[src/ffba_pkg.sv]
// shared types, constants and helpers of the first-fit block allocator
package ffba_pkg;

   localparam int MAX_BLOCKS   = 64;
   localparam int HEADER_BYTES = 16;

   localparam int IDX_W = $clog2(MAX_BLOCKS);
   localparam int CNT_W = $clog2(MAX_BLOCKS + 1);
   localparam int OFF_W = $clog2(MAX_BLOCKS * (65535 + HEADER_BYTES) + 1);

   localparam logic [15:0] POOL_RESET = 16'hFFFF;

   localparam logic [0:0] KIND_ALLOC = 1'b0;
   localparam logic [0:0] KIND_FREE  = 1'b1;

   localparam logic [1:0] ST_OK       = 2'd0;
   localparam logic [1:0] ST_NO_FIT   = 2'd1;
   localparam logic [1:0] ST_BAD_FREE = 2'd2;

   typedef struct packed {
      logic [15:0] size;
      logic        free;
   } entry_type;

   localparam int ENTRY_W = $bits(entry_type);

   // saturating a + b + header
   function automatic logic [15:0] merge_size(input logic [15:0] a, input logic [15:0] b);
      logic [17:0] sum;
      sum = {2'b00, a} + {2'b00, b} + 18'(HEADER_BYTES);
      merge_size = (sum > 18'h0FFFF) ? 16'hFFFF : sum[15:0];
   endfunction

endpackage

[src/ffba_req_if.sv]
// request channel: allocate or free item
interface ffba_req_if;
   logic        valid;
   logic        ready;
   logic [0:0]  kind;
   logic [15:0] request_bytes;
   logic [15:0] free_address;

   modport source (output valid, kind, request_bytes, free_address, input ready);
   modport sink   (input valid, kind, request_bytes, free_address, output ready);
endinterface

[src/ffba_rsp_if.sv]
// response channel: status item
interface ffba_rsp_if;
   logic       valid;
   logic       ready;
   logic [1:0] status;

   modport source (output valid, status, input ready);
   modport sink   (input valid, status, output ready);
endinterface

[src/ffba_ram.sv]
// generic simple dual-port ram with registered read
module ffba_ram #(
   parameter int WIDTH = 8,
   parameter int DEPTH = 16
) (
   input  logic                     clock,
   input  logic                     we,
   input  logic [$clog2(DEPTH)-1:0] waddr,
   input  logic [WIDTH-1:0]         wdata,
   input  logic [$clog2(DEPTH)-1:0] raddr,
   output logic [WIDTH-1:0]         rdata
);
   logic [WIDTH-1:0] mem [DEPTH];

   always_ff @(posedge clock) begin
      if (we) begin
         mem[waddr] <= wdata;
      end
      rdata <= mem[raddr];
   end
endmodule

[src/first_fit_block_allocator_unit.sv]
// first-fit block allocator: block table in ram, scan / shift / merge sequencer
// allocate: scan entries for the first fit, shift later entries right on a split, insert the rest;
//   free: scan for the address, read the right neighbor, merge, shift later entries left
// one item at a time: a request is taken only in the idle state
// reset: pool 65535, one free block; the init state writes table entry 0 after reset
module first_fit_block_allocator_unit (
   input  logic        clock,
   input  logic        reset,
   ffba_req_if.sink    req_if,
   ffba_rsp_if.source  rsp_if,
   input  logic        csr_we,
   input  logic [15:0] csr_wdata
);
   localparam int H = ffba_pkg::HEADER_BYTES;

   // sequencer codes
   localparam logic [3:0] S_INIT    = 4'd0;
   localparam logic [3:0] S_IDLE    = 4'd1;
   localparam logic [3:0] S_RD      = 4'd2;
   localparam logic [3:0] S_CHK     = 4'd3;
   localparam logic [3:0] S_NXT_RD  = 4'd4;
   localparam logic [3:0] S_NXT_CHK = 4'd5;
   localparam logic [3:0] S_MERGE   = 4'd6;
   localparam logic [3:0] S_SHR_RD  = 4'd7;
   localparam logic [3:0] S_SHR_WR  = 4'd8;
   localparam logic [3:0] S_INS     = 4'd9;
   localparam logic [3:0] S_SHL_RD  = 4'd10;
   localparam logic [3:0] S_SHL_WR  = 4'd11;
   localparam logic [3:0] S_FIN     = 4'd12;
   localparam logic [3:0] S_DONE    = 4'd13;

   logic [3:0]  state_ff, state_in;
   logic [15:0] pool_ff, pool_in;
   logic [ffba_pkg::CNT_W-1:0] count_ff, count_in;
   logic [15:0] now_ff, now_in;
   logic [15:0] peak_ff, peak_in;

   // per item working registers
   logic [0:0]  kind_ff, kind_in;
   logic [15:0] req_ff, req_in;
   logic [15:0] addr_ff, addr_in;
   logic [ffba_pkg::CNT_W-1:0] i_ff, i_in;
   logic [ffba_pkg::CNT_W-1:0] j_ff, j_in;
   logic [1:0]  gap_ff, gap_in;
   logic [ffba_pkg::OFF_W-1:0] off_ff, off_in;
   logic        pf_ff, pf_in;
   logic [15:0] ps_ff, ps_in;
   logic        nf_ff, nf_in;
   logic [15:0] ns_ff, ns_in;
   logic [15:0] cs_ff, cs_in;
   logic [15:0] rest_ff, rest_in;
   logic [1:0]  status_ff, status_in;

   logic        rsp_valid_ff, rsp_valid_in;
   logic [1:0]  rsp_status_ff, rsp_status_in;

   // ram port
   logic                       we;
   logic [ffba_pkg::IDX_W-1:0] waddr, raddr;
   ffba_pkg::entry_type        wdata, rdata;

   ffba_ram #(.WIDTH(ffba_pkg::ENTRY_W), .DEPTH(ffba_pkg::MAX_BLOCKS)) u_table (
      .clock (clock),
      .we    (we),
      .waddr (waddr),
      .wdata (wdata),
      .raddr (raddr),
      .rdata (rdata)
   );

   // scratch
   logic [16:0] need;
   logic        split;
   logic [16:0] usage_sum;
   logic [15:0] give;
   logic [15:0] merged;
   logic [ffba_pkg::CNT_W-1:0] i_next;

   assign req_if.ready  = (state_ff == S_IDLE);
   assign rsp_if.valid  = rsp_valid_ff;
   assign rsp_if.status = rsp_status_ff;

   always_comb begin
      state_in      = state_ff;
      pool_in       = pool_ff;
      count_in      = count_ff;
      now_in        = now_ff;
      peak_in       = peak_ff;
      kind_in       = kind_ff;
      req_in        = req_ff;
      addr_in       = addr_ff;
      i_in          = i_ff;
      j_in          = j_ff;
      gap_in        = gap_ff;
      off_in        = off_ff;
      pf_in         = pf_ff;
      ps_in         = ps_ff;
      nf_in         = nf_ff;
      ns_in         = ns_ff;
      cs_in         = cs_ff;
      rest_in       = rest_ff;
      status_in     = status_ff;
      rsp_valid_in  = rsp_valid_ff;
      rsp_status_in = rsp_status_ff;
      we            = 1'b0;
      waddr         = '0;
      wdata         = '0;
      raddr         = i_ff[ffba_pkg::IDX_W-1:0];
      need          = {1'b0, req_ff} + 17'(H);
      split         = ({1'b0, rdata.size} > need) &&
                      (count_ff < ffba_pkg::CNT_W'(ffba_pkg::MAX_BLOCKS));
      give          = split ? req_ff : rdata.size;
      usage_sum     = {1'b0, now_ff} + {1'b0, give};
      merged        = '0;
      i_next        = i_ff + 1'b1;

      if (rsp_valid_ff && rsp_if.ready) begin
         rsp_valid_in = 1'b0;
      end

      case (state_ff)
         S_INIT: begin
            // lay down the single free block
            we      = 1'b1;
            waddr   = '0;
            wdata.size = (pool_ff > 16'(H)) ? pool_ff - 16'(H) : 16'd0;
            wdata.free = 1'b1;
            state_in = S_IDLE;
         end
         S_IDLE: begin
            if (req_if.valid) begin
               kind_in  = req_if.kind;
               req_in   = req_if.request_bytes;
               addr_in  = req_if.free_address;
               i_in     = '0;
               off_in   = ffba_pkg::OFF_W'(H);
               pf_in    = 1'b0;
               state_in = S_RD;
            end
         end
         S_RD: begin
            raddr    = i_ff[ffba_pkg::IDX_W-1:0];
            state_in = S_CHK;
         end
         S_CHK: begin
            if (kind_ff == ffba_pkg::KIND_ALLOC) begin
               if (rdata.free && (rdata.size >= req_ff)) begin
                  // first fit found: claim it, maybe split the rest off
                  we         = 1'b1;
                  waddr      = i_ff[ffba_pkg::IDX_W-1:0];
                  wdata.size = give;
                  wdata.free = 1'b0;
                  now_in     = usage_sum[16] ? 16'hFFFF : usage_sum[15:0];
                  if (now_in > peak_ff) begin
                     peak_in = now_in;
                  end
                  status_in  = ffba_pkg::ST_OK;
                  if (split) begin
                     rest_in = rdata.size - req_ff - 16'(H);
                     j_in    = count_ff - 1'b1;
                     state_in = (count_ff - 1'b1 > i_ff) ? S_SHR_RD : S_INS;
                  end else begin
                     state_in = S_DONE;
                  end
               end else if (i_next == count_ff) begin
                  status_in = ffba_pkg::ST_NO_FIT;
                  state_in  = S_DONE;
               end else begin
                  i_in     = i_next;
                  state_in = S_RD;
               end
            end else begin
               if (off_ff == ffba_pkg::OFF_W'(addr_ff)) begin
                  if (rdata.free) begin
                     status_in = ffba_pkg::ST_BAD_FREE;
                     state_in  = S_DONE;
                  end else begin
                     cs_in     = rdata.size;
                     now_in    = (now_ff > rdata.size) ? now_ff - rdata.size : 16'd0;
                     status_in = ffba_pkg::ST_OK;
                     nf_in     = 1'b0;
                     state_in  = (i_next < count_ff) ? S_NXT_RD : S_MERGE;
                  end
               end else if (i_next == count_ff) begin
                  status_in = ffba_pkg::ST_BAD_FREE;
                  state_in  = S_DONE;
               end else begin
                  // walk the address and remember this block as the left neighbor
                  off_in   = off_ff + ffba_pkg::OFF_W'(rdata.size) + ffba_pkg::OFF_W'(H);
                  pf_in    = rdata.free;
                  ps_in    = rdata.size;
                  i_in     = i_next;
                  state_in = S_RD;
               end
            end
         end
         S_NXT_RD: begin
            raddr    = i_next[ffba_pkg::IDX_W-1:0];
            state_in = S_NXT_CHK;
         end
         S_NXT_CHK: begin
            nf_in    = rdata.free;
            ns_in    = rdata.size;
            state_in = S_MERGE;
         end
         S_MERGE: begin
            // only the neighbors of the freed block can be free
            we         = 1'b1;
            wdata.free = 1'b1;
            if (pf_ff) begin
               merged = ffba_pkg::merge_size(ps_ff, cs_ff);
               if (nf_ff) begin
                  merged = ffba_pkg::merge_size(merged, ns_ff);
               end
               waddr  = i_ff[ffba_pkg::IDX_W-1:0] - 1'b1;
               gap_in = nf_ff ? 2'd2 : 2'd1;
               j_in   = nf_ff ? i_ff + 2'd2 : i_next;
            end else begin
               merged = nf_ff ? ffba_pkg::merge_size(cs_ff, ns_ff) : cs_ff;
               waddr  = i_ff[ffba_pkg::IDX_W-1:0];
               gap_in = nf_ff ? 2'd1 : 2'd0;
               j_in   = i_ff + 2'd2;
            end
            wdata.size = merged;
            if (gap_in == 2'd0) begin
               state_in = S_DONE;
            end else if (j_in < count_ff) begin
               state_in = S_SHL_RD;
            end else begin
               state_in = S_FIN;
            end
         end
         S_SHR_RD: begin
            raddr    = j_ff[ffba_pkg::IDX_W-1:0];
            state_in = S_SHR_WR;
         end
         S_SHR_WR: begin
            we       = 1'b1;
            waddr    = ffba_pkg::IDX_W'(j_ff + 1'b1);
            wdata    = rdata;
            j_in     = j_ff - 1'b1;
            state_in = (j_ff - 1'b1 > i_ff) ? S_SHR_RD : S_INS;
         end
         S_INS: begin
            we         = 1'b1;
            waddr      = i_next[ffba_pkg::IDX_W-1:0];
            wdata.size = rest_ff;
            wdata.free = 1'b1;
            count_in   = count_ff + 1'b1;
            state_in   = S_DONE;
         end
         S_SHL_RD: begin
            raddr    = j_ff[ffba_pkg::IDX_W-1:0];
            state_in = S_SHL_WR;
         end
         S_SHL_WR: begin
            we       = 1'b1;
            waddr    = ffba_pkg::IDX_W'(j_ff - ffba_pkg::CNT_W'(gap_ff));
            wdata    = rdata;
            j_in     = j_ff + 1'b1;
            state_in = (j_ff + 1'b1 < count_ff) ? S_SHL_RD : S_FIN;
         end
         S_FIN: begin
            count_in = count_ff - ffba_pkg::CNT_W'(gap_ff);
            state_in = S_DONE;
         end
         S_DONE: begin
            // hand the item to the output register once it is free
            if (!rsp_valid_ff || rsp_if.ready) begin
               rsp_valid_in  = 1'b1;
               rsp_status_in = status_ff;
               state_in      = S_IDLE;
            end
         end
         default: begin
            state_in = S_INIT;
         end
      endcase

      // pool write rebuilds the table; the user must write it only while idle, the block does not enforce it
      if (csr_we) begin
         pool_in    = csr_wdata;
         count_in   = ffba_pkg::CNT_W'(1);
         now_in     = '0;
         peak_in    = '0;
         we         = 1'b1;
         waddr      = '0;
         wdata.size = (csr_wdata > 16'(H)) ? csr_wdata - 16'(H) : 16'd0;
         wdata.free = 1'b1;
      end
   end

   always_ff @(posedge clock) begin
      if (reset) begin
         state_ff     <= S_INIT;
         pool_ff      <= ffba_pkg::POOL_RESET;
         count_ff     <= ffba_pkg::CNT_W'(1);
         now_ff       <= '0;
         peak_ff      <= '0;
         rsp_valid_ff <= 1'b0;
      end else begin
         state_ff     <= state_in;
         pool_ff      <= pool_in;
         count_ff     <= count_in;
         now_ff       <= now_in;
         peak_ff      <= peak_in;
         rsp_valid_ff <= rsp_valid_in;
      end
   end

   always_ff @(posedge clock) begin
      kind_ff       <= kind_in;
      req_ff        <= req_in;
      addr_ff       <= addr_in;
      i_ff          <= i_in;
      j_ff          <= j_in;
      gap_ff        <= gap_in;
      off_ff        <= off_in;
      pf_ff         <= pf_in;
      ps_ff         <= ps_in;
      nf_ff         <= nf_in;
      ns_ff         <= ns_in;
      cs_ff         <= cs_in;
      rest_ff       <= rest_in;
      status_ff     <= status_in;
      rsp_status_ff <= rsp_status_in;
   end
endmodule

[src/flat_wrapper.sv]
// flat-port wrapper written by rule: the top's interface ports become plain ports
module first_fit_block_allocator_unit_flat 
  (clock, reset, csr_we, csr_wdata, req_if_valid, req_if_kind, req_if_request_bytes, req_if_free_address, req_if_ready, rsp_if_valid, rsp_if_status, rsp_if_ready);
  ffba_req_if req_if_i ();
  ffba_rsp_if rsp_if_i ();
  input  logic clock;
  input  logic reset;
  input  logic csr_we;
  input  logic [15:0] csr_wdata;
  input wire logic [$bits(req_if_i.valid)-1:0] req_if_valid;
  input wire logic [$bits(req_if_i.kind)-1:0] req_if_kind;
  input wire logic [$bits(req_if_i.request_bytes)-1:0] req_if_request_bytes;
  input wire logic [$bits(req_if_i.free_address)-1:0] req_if_free_address;
  output wire logic [$bits(req_if_i.ready)-1:0] req_if_ready;
  output wire logic [$bits(rsp_if_i.valid)-1:0] rsp_if_valid;
  output wire logic [$bits(rsp_if_i.status)-1:0] rsp_if_status;
  input wire logic [$bits(rsp_if_i.ready)-1:0] rsp_if_ready;
  assign req_if_i.valid = req_if_valid;
  assign req_if_i.kind = req_if_kind;
  assign req_if_i.request_bytes = req_if_request_bytes;
  assign req_if_i.free_address = req_if_free_address;
  assign req_if_ready = req_if_i.ready;
  assign rsp_if_valid = rsp_if_i.valid;
  assign rsp_if_status = rsp_if_i.status;
  assign rsp_if_i.ready = rsp_if_ready;
  first_fit_block_allocator_unit u_core (.clock(clock), .reset(reset), .req_if(req_if_i), .rsp_if(rsp_if_i), .csr_we(csr_we), .csr_wdata(csr_wdata));
endmodule
[config.mk]
export PLATFORM = sky130hd
export DESIGN_NAME = first_fit_block_allocator_unit_flat
export DESIGN_NICKNAME = d
export VERILOG_FILES = /design/src/ffba_pkg.sv /design/src/ffba_req_if.sv /design/src/ffba_rsp_if.sv /design/src/ffba_ram.sv /design/src/first_fit_block_allocator_unit.sv /design/src/flat_wrapper.sv
export SDC_FILE = /design/constraint.sdc
export NUM_CORES = 2
export LEC_CHECK = 0
export ABC_AREA = 1
export ABC_CLOCK_PERIOD_IN_PS = 7150
export BUFFER_PORTS_ARGS = -buffer_cell sky130_fd_sc_hd__buf_2
export CAP_MARGIN = 0
export CORE_MARGIN = 1.5
export CORE_UTILIZATION = 64
export DETAILED_ROUTE_END_ITERATION = 6
export PLACE_DENSITY_LB_ADDON = 0.2
export SYNTH_ARGS = -nofsm -noshare
export SYNTH_HDL_FRONTEND = slang
export SYNTH_SLANG_ARGS = --single-unit
[constraint.sdc]
create_clock -name clock -period 7.15 [get_ports clock]
set_input_delay 1.43 -clock clock [delete_from_list [all_inputs] [get_ports clock]]
set_output_delay 1.43 -clock clock [all_outputs]
set_load 0.01 [all_outputs]
# Yosys cells after proc, flatten, opt, wreduce, memory -nomap -nowiden
# Memory sizes are Yosys's and may differ from the RTL's. A register that Yosys moved wholly into a read port is not among the register bits.
# Cells that the tools add are included.
[word_totals] n_memories=1 ramBits=1088 out_inout_bits=4 input_bits=54 elab_cells=196 ff_bits=170
[memory_table] name="u_core.u_table.mem" depth=64 word_bits=17 read_ports=1 rd_clocked_by_memory_dff=1 wr=1 line_no="ffba_ram.sv:13" text="logic [WIDTH-1:0] mem [DEPTH];"
[classes] addsub=22 n_bitwise=4 n_reduce_logical=28 n_lt_le_gt_ge=13 n_eq_ne=28 muxes=81
[ops] cell="$mux W16" n=9
[ops] cell="$mux W23" n=4
[ops] cell="$pmux W17 S5" n=1
[ops] cell="$mux W7" n=11
[ops] cell="$add A18 B5 Y18 const B" n=3
[ops] cell="$gt A18 B16 Y1 const B" n=3
[ops] cell="$pmux W4 S13" n=1
[ops] cell="$add A16 B16 Y17" n=3
[ops] cell="$mux W17" n=3
[ops] cell="$sub A16 B5 Y16 const B" n=3
[ops] cell="$pmux W23 S2" n=1
[ops] cell="$mux W4" n=11
[ops] cell="$gt A16 B5 Y1 const B" n=2
[ops] cell="$pmux W6 S5" n=1
[ops] cell="$pmux W7 S2" n=2
[ops] cell="$pmux W7 S4" n=1
[ops] cell="$eq A4 B4 Y1 const B" n=6
[ops] cell="$mux W6" n=4
[ops] cell="$reduce_and A4 Y1" n=6
[ops] cell="$add A23 B16 Y23" n=1
[ops] cell="$add A23 B5 Y23 const B" n=1
[ops] cell="$eq A23 B16 Y1" n=1
[ops] cell="$add A7 B1 Y7 const B" n=3
[ops] cell="$lt A7 B7 Y1" n=3
[ops] cell="other kinds (38)" n=92

# Logic depth before layout (Yosys ltp)
[depth] depth_word=12 ltp_mapped=41 ltp_nobuf=40

# Modules after synthesis
# Synthesis repeated with hierarchy kept, for this count alone.
[unflattened] cells_unflattened=5842 hier_area_um2=60743.3
[by_module_without_submodules] mod="ffba_ram" cells_per_inst=3748 area_each_um2=44466.4 seq_area_each_um2=33011.7 n_inst=1
[by_module_without_submodules] mod="first_fit_block_allocator_unit" cells_per_inst=2094 area_each_um2=16276.9 seq_area_each_um2=4824.6 n_inst=1

# Worst setup path after synthesis
# No wires, ideal clock.
[synth_timing] kind="register to register" startpoint="reg u_core.cs_ff[0]" endpoint="mem u_core.u_table.mem[0][6] (netlist name) (data pin)" stages_incl_launch_ff=36 required_ps=6794 synth_period_minus_slack_ps=6102 setup_time_ps=356 n_path_buf=1 t_arrival_ps=5746 slack_ps=1048 path_cell_list="edfxtp_1 ha_1 inv_1 fa_1 inv_1 nand3_1 nand2_1 xnor2_1 inv_1 ha_1 inv_1 nor2_1 nand3_2 nor2_2 nand2_1 nand2_2 nand3_4 or2_2 ha_1 fa_1 nand3_1 nand3_1 xnor2_1 inv_1 ha_1 nand2_1 nor2_1 nand4_1 nand3_1 buf_2 o21ai_0 nor2_1 nand2_1 nand2_1 nand2_1 nand2_1"
[synth_between] elab_chain_len=12 word_cells_on_any_way=17 cone_classes="add/sub (6); order compare (3); mux (8)"
[synth_lines] element="start: declaration" line_no="first_fit_block_allocator_unit.sv:50" text="logic [15:0] cs_ff, cs_in;"
[synth_lines] element="start signal: assignment" line_no="first_fit_block_allocator_unit.sv:323" text="cs_ff <= cs_in;"
[synth_lines] element="$add A16 B16 Y17" line_no="ffba_pkg.sv:30" text="sum = {2'b00, a} + {2'b00, b} + 18'(HEADER_BYTES);"
[synth_lines] element="$add A18 B5 Y18" line_no="ffba_pkg.sv:30"
[synth_lines] element="$gt A18 B16 Y1" line_no="ffba_pkg.sv:31" text="merge_size = (sum > 18'h0FFFF) ? 16'hFFFF : sum[15:0];"
[synth_lines] element="$mux W16" line_no="ffba_pkg.sv:31"
[synth_lines] element="$add A16 B16 Y17" line_no="ffba_pkg.sv:30"
[synth_lines] element="$add A18 B5 Y18" line_no="ffba_pkg.sv:30"
[synth_lines] element="$gt A18 B16 Y1" line_no="ffba_pkg.sv:31"
[synth_lines] element="$mux W16" line_no="ffba_pkg.sv:31"
[synth_lines] element="$mux W16" line_no="first_fit_block_allocator_unit.sv:212" text="if (nf_ff) begin"
[synth_lines] element="$mux W16 (*)" line_no="first_fit_block_allocator_unit.sv:210" text="if (pf_ff) begin"
[synth_lines] element="$pmux W17 S5 (*)" line_no="first_fit_block_allocator_unit.sv:121" text="case (state_ff)"
[synth_lines] element="$mux W17 (*)" line_no="first_fit_block_allocator_unit.sv:281" text="if (csr_we) begin"
[synth_lines] element="net u_core.u_table.wdata[6]" line_no="ffba_ram.sv:9" text="input logic [WIDTH-1:0] wdata,"
[synth_lines] element="end: declaration" line_no="ffba_ram.sv:13"
# The timed path passes the listed nets; every way through them passes the cells marked *.

# Final worst setup path
[layout_timing] startpoint="reg u_core.cs_ff[0]" endpoint="mem u_core.u_table.mem[18][3] (netlist name) (data pin)"
# Same word-level chain as after synthesis.

==> results.md <==
- Post-Syn Area per Cell: between 10 and 15 µm²
- TritonCTS Sinks: around 1300
- H-tree Lvls: 4
- Post-layout util: 0.710
- Pwr dens: between 300 and 400 nW/µm²
- Yosys warns: 0
- Synth area leader: edfxtp_1
- Uppermost layer routed: met4
- CP endpoint kind: register
- Worst-margin pin slew: 1300 ps
- Via density: roughly 6.4
- Vias in the first global route: between 40000 and 50000
- Max Cap Violations: 0
- Synth Flop Type: edfxtp_1
- Hold buffer count at cts: 0
- TritonCTS Buffers: 130
- Async SR Flop Fraction: 0
- Commonest non-fill, non-tap cell in the layout: edfxtp_1
- Die area: a little under 100000 µm²
- Critical path data arrival time: 7070 ps
- CORE AREA: 94700 µm²
- Starting DRT DRC Count: approximately 5400
- Seq cells post-synth: 1275
- Multiplexer area fraction after synthesis: 0
- Total Power: between 20 and 25 mW
- Critical-path top delay cell: fa_1
- Final period util: 0.933
- Simple-gate share of the synthesized area: 0.145
- Mapped Nets: approximately 5800
- FF+latch area: between 30000 and 40000 µm²
- WL per Instance: 24.8 µm
- FILL cells: about 6600
- Rel. slew slack: 0.132
- Clock transition at path regs: 60 ps
- Max incr delay on CP: 480 ps
- Setup TNS: 0 ps
- Die W: a little over 300 µm
- CP Data Required Time: between 7000 and 8000 ps
- Met3 routed WL: around 17000 µm
- Place WS: 257 ps
- Area contributors post-synth: edfxtp_1 61%, o211ai_1 6.5%, nand2_1 4.4%, ha_1 4.0%, o21ai_0 3.6%
- Rows: roughly 110
- I/O pin count: 58
- RSZ-0062 raised after global routing: false
- Initial core utilization: 0.644
- Vert. Die Dim: between 300 and 400 µm
- Layout cells sized above 1: 0.105
- Gr usage total: 0.349
- Total grt overflow: 0
- Max FO, Critical Path: 64
- Leak: between 20 and 25 nW
- CTS max path bufs: 3
- Largest family of logic cells by synthesized area: simple AND/OR/NAND/NOR gates
- Initial antenna violation count: 1
- Number of synthesized flops with an enable pin: between 1000 and 1500
- Post-synthesis adder-cell area fraction: 0.0438
- Max VDD drop: about 330 µV
- Number of routed nets with antenna violations: 0
- M1 WL: between 60000 and 70000 µm
- Hold Violations, Final: 0
- Outcome: finished clean
- Total number of vias: 44000
- Seq/Total Area, Yosys: 0.620
- Fin nets: approximately 5800
- Startpoint Class: register
- WL met2: between 80000 and 90000 µm
- Final worst slack: 483 ps
- Synth unique cells: 65
- TritonCTS clock tree: built
- Xor and xnor area share after synthesis: 0.0143
- PortBufs: 57
- Hold Path Class: reg2reg
- Most used cell, CP: nand2_1
- Most frequent cells in the layout: 1230 x edfxtp_1, 701 x nand2_1, 529 x o211ai_1, 528 x nor2_1, 438 x o21ai_0
- Largest net degree at the start of global routing: ~160
- Final setup fails: 0
- Max-slew violations: 0
- Drt drc: 0
- Worst Clk Skew: 49.8 ps
- Crit Path Class: reg2reg
- Post-DP HPWL: ~100000 µm
- Total wire length after detailed routing: 172000 µm
- Clk root buf: clkbuf_16
- Routability cong.: slightly above 1
- Clk_lat worst skew: around 750 ps
- Tmin final: ~6700 ps
- First-pass GRT wire length: 253000 µm
- Multi-input gate area: about 21000 µm²
- Fmax: about 150 MHz
- Layout overhead on the synthesized area: 10.3%
- Top-area cell type share of the netlist area: 0.606
- Post-synthesis compound-gate area fraction: 0.131
- TritonRoute pass-1 iters: 6
- Cell area after synthesis: 61000 µm²
- Gate Count Post-Synth: between 5000 and 6000
-- cell families (layout without fill, tap and decap cells) --
logic type	after synthesis	count (layout)
DFF	1275	1275
AOI/OAI and AO/OA	1280	1280
other	0	1
buffers and inverters	675	845
and+or+nand+nor	1954	1954
xor gates and xnor gates	99	99
adders and majority gates	207	207
-- timing repair --
action                                  CTS  global route
endpoints found under the hold margin     0             0
setup buffers                             0             0
endpoints found under the setup margin    0           705
resized for setup                         0             9
-- final cells by class --
class,instances,area share
Inverter,403,0.0227
Timing Repair Buffer,208,0.0250
Tap cell,1265,0.0235
Antenna cell,1,0.0000372
Clock buffer,163,0.0522
Sequential cell,1275,0.562
Multi-Input combinational cell,3540,0.305
Clock inverter,71,0.00896
-- through the flow --
step                area (µm²)  instances  hold slack (ps)
global placement         63100       6691              487
finish                   67300       6926              504
CTS                      67200       6925              506
detailed placement       63100       6691              495
global route             67300       6925              519
floorplan                61000       5490              400
-- registers in the layout, indices dropped and copies added, names as in the netlist --
signal                flops
u_core.u_table.mem     1088
u_core.off_ff            23
u_core.u_table.rdata     17
u_core.addr_ff           16
u_core.cs_ff             16
u_core.ns_ff             16
u_core.pool_ff           16
u_core.ps_ff             16
u_core.req_ff            16
u_core.rest_ff           16
u_core.count_ff           7
u_core.i_ff               7
u_core.j_ff               7
u_core.state_ff           4
u_core.gap_ff             2
u_core.rsp_if.status      2
u_core.status_ff          2
u_core.kind_ff            1
u_core.nf_ff              1
u_core.pf_ff              1
u_core.rsp_if.valid       1
-- per-layer routing --
layer  track usage  vias to the layer above
li1              -                    19900
met1         0.464                    21100
met2         0.557                     2479
met3        0.0577                      463
met4         0.184                        0
met5             0                        -
-- final timing paths --
kind | start | to | cells past startpoint | slack, ps
setup / recovery | u_core.cs_ff[0] | u_core.u_table.mem[18][3] | 38 | 480
hold / removal | u_core.count_ff[6] | u_core.count_ff[6] | 1 | 500
setup reg to reg | u_core.cs_ff[0] | u_core.u_table.mem[18][3] | 38 | 480
hold reg to reg | u_core.count_ff[6] | u_core.count_ff[6] | 1 | 500
-- power breakdown --
part	switching, mW	internal [mW]
Sequential	0.345	9.15
Combinational	5.85	2.42
Clock	2.84	3.75
-- critical path, delay by kind of cell, from the launching register on --
kind	cells	cell delay (ps)
xor+xnor	2	330
fa+ha+maj	6	1780
buf+inv	6	800
flops	1	380
simple gates	24	2900
-- synth_stat cells, types with 6 or more instances --
master,n
nand2_2,6
a221oi_1,12
nor2_2,9
o22ai_1,50
xor2_1,65
nand3_1,276
xnor2_1,33
and2_1,8
edfxtp_1,1230
nand2_4,9
a211oi_1,6
nor2_1,543
inv_2,15
fa_1,11
buf_1,9
inv_1,382
o211ai_1,529
ha_1,196
dfxtp_1,45
o21ai_0,439
o21ai_1,63
a22oi_1,16
a21oi_1,128
clkbuf_2,12
buf_2,79
nor4_1,11
or2_1,32
or2_2,106
buf_4,10
nand4_1,39
nor3_1,25
or2_0,147
clkbuf_1,157
nand3b_1,8
nand2_1,717
nand3_2,8
Power figures use the tool's default switching activity.
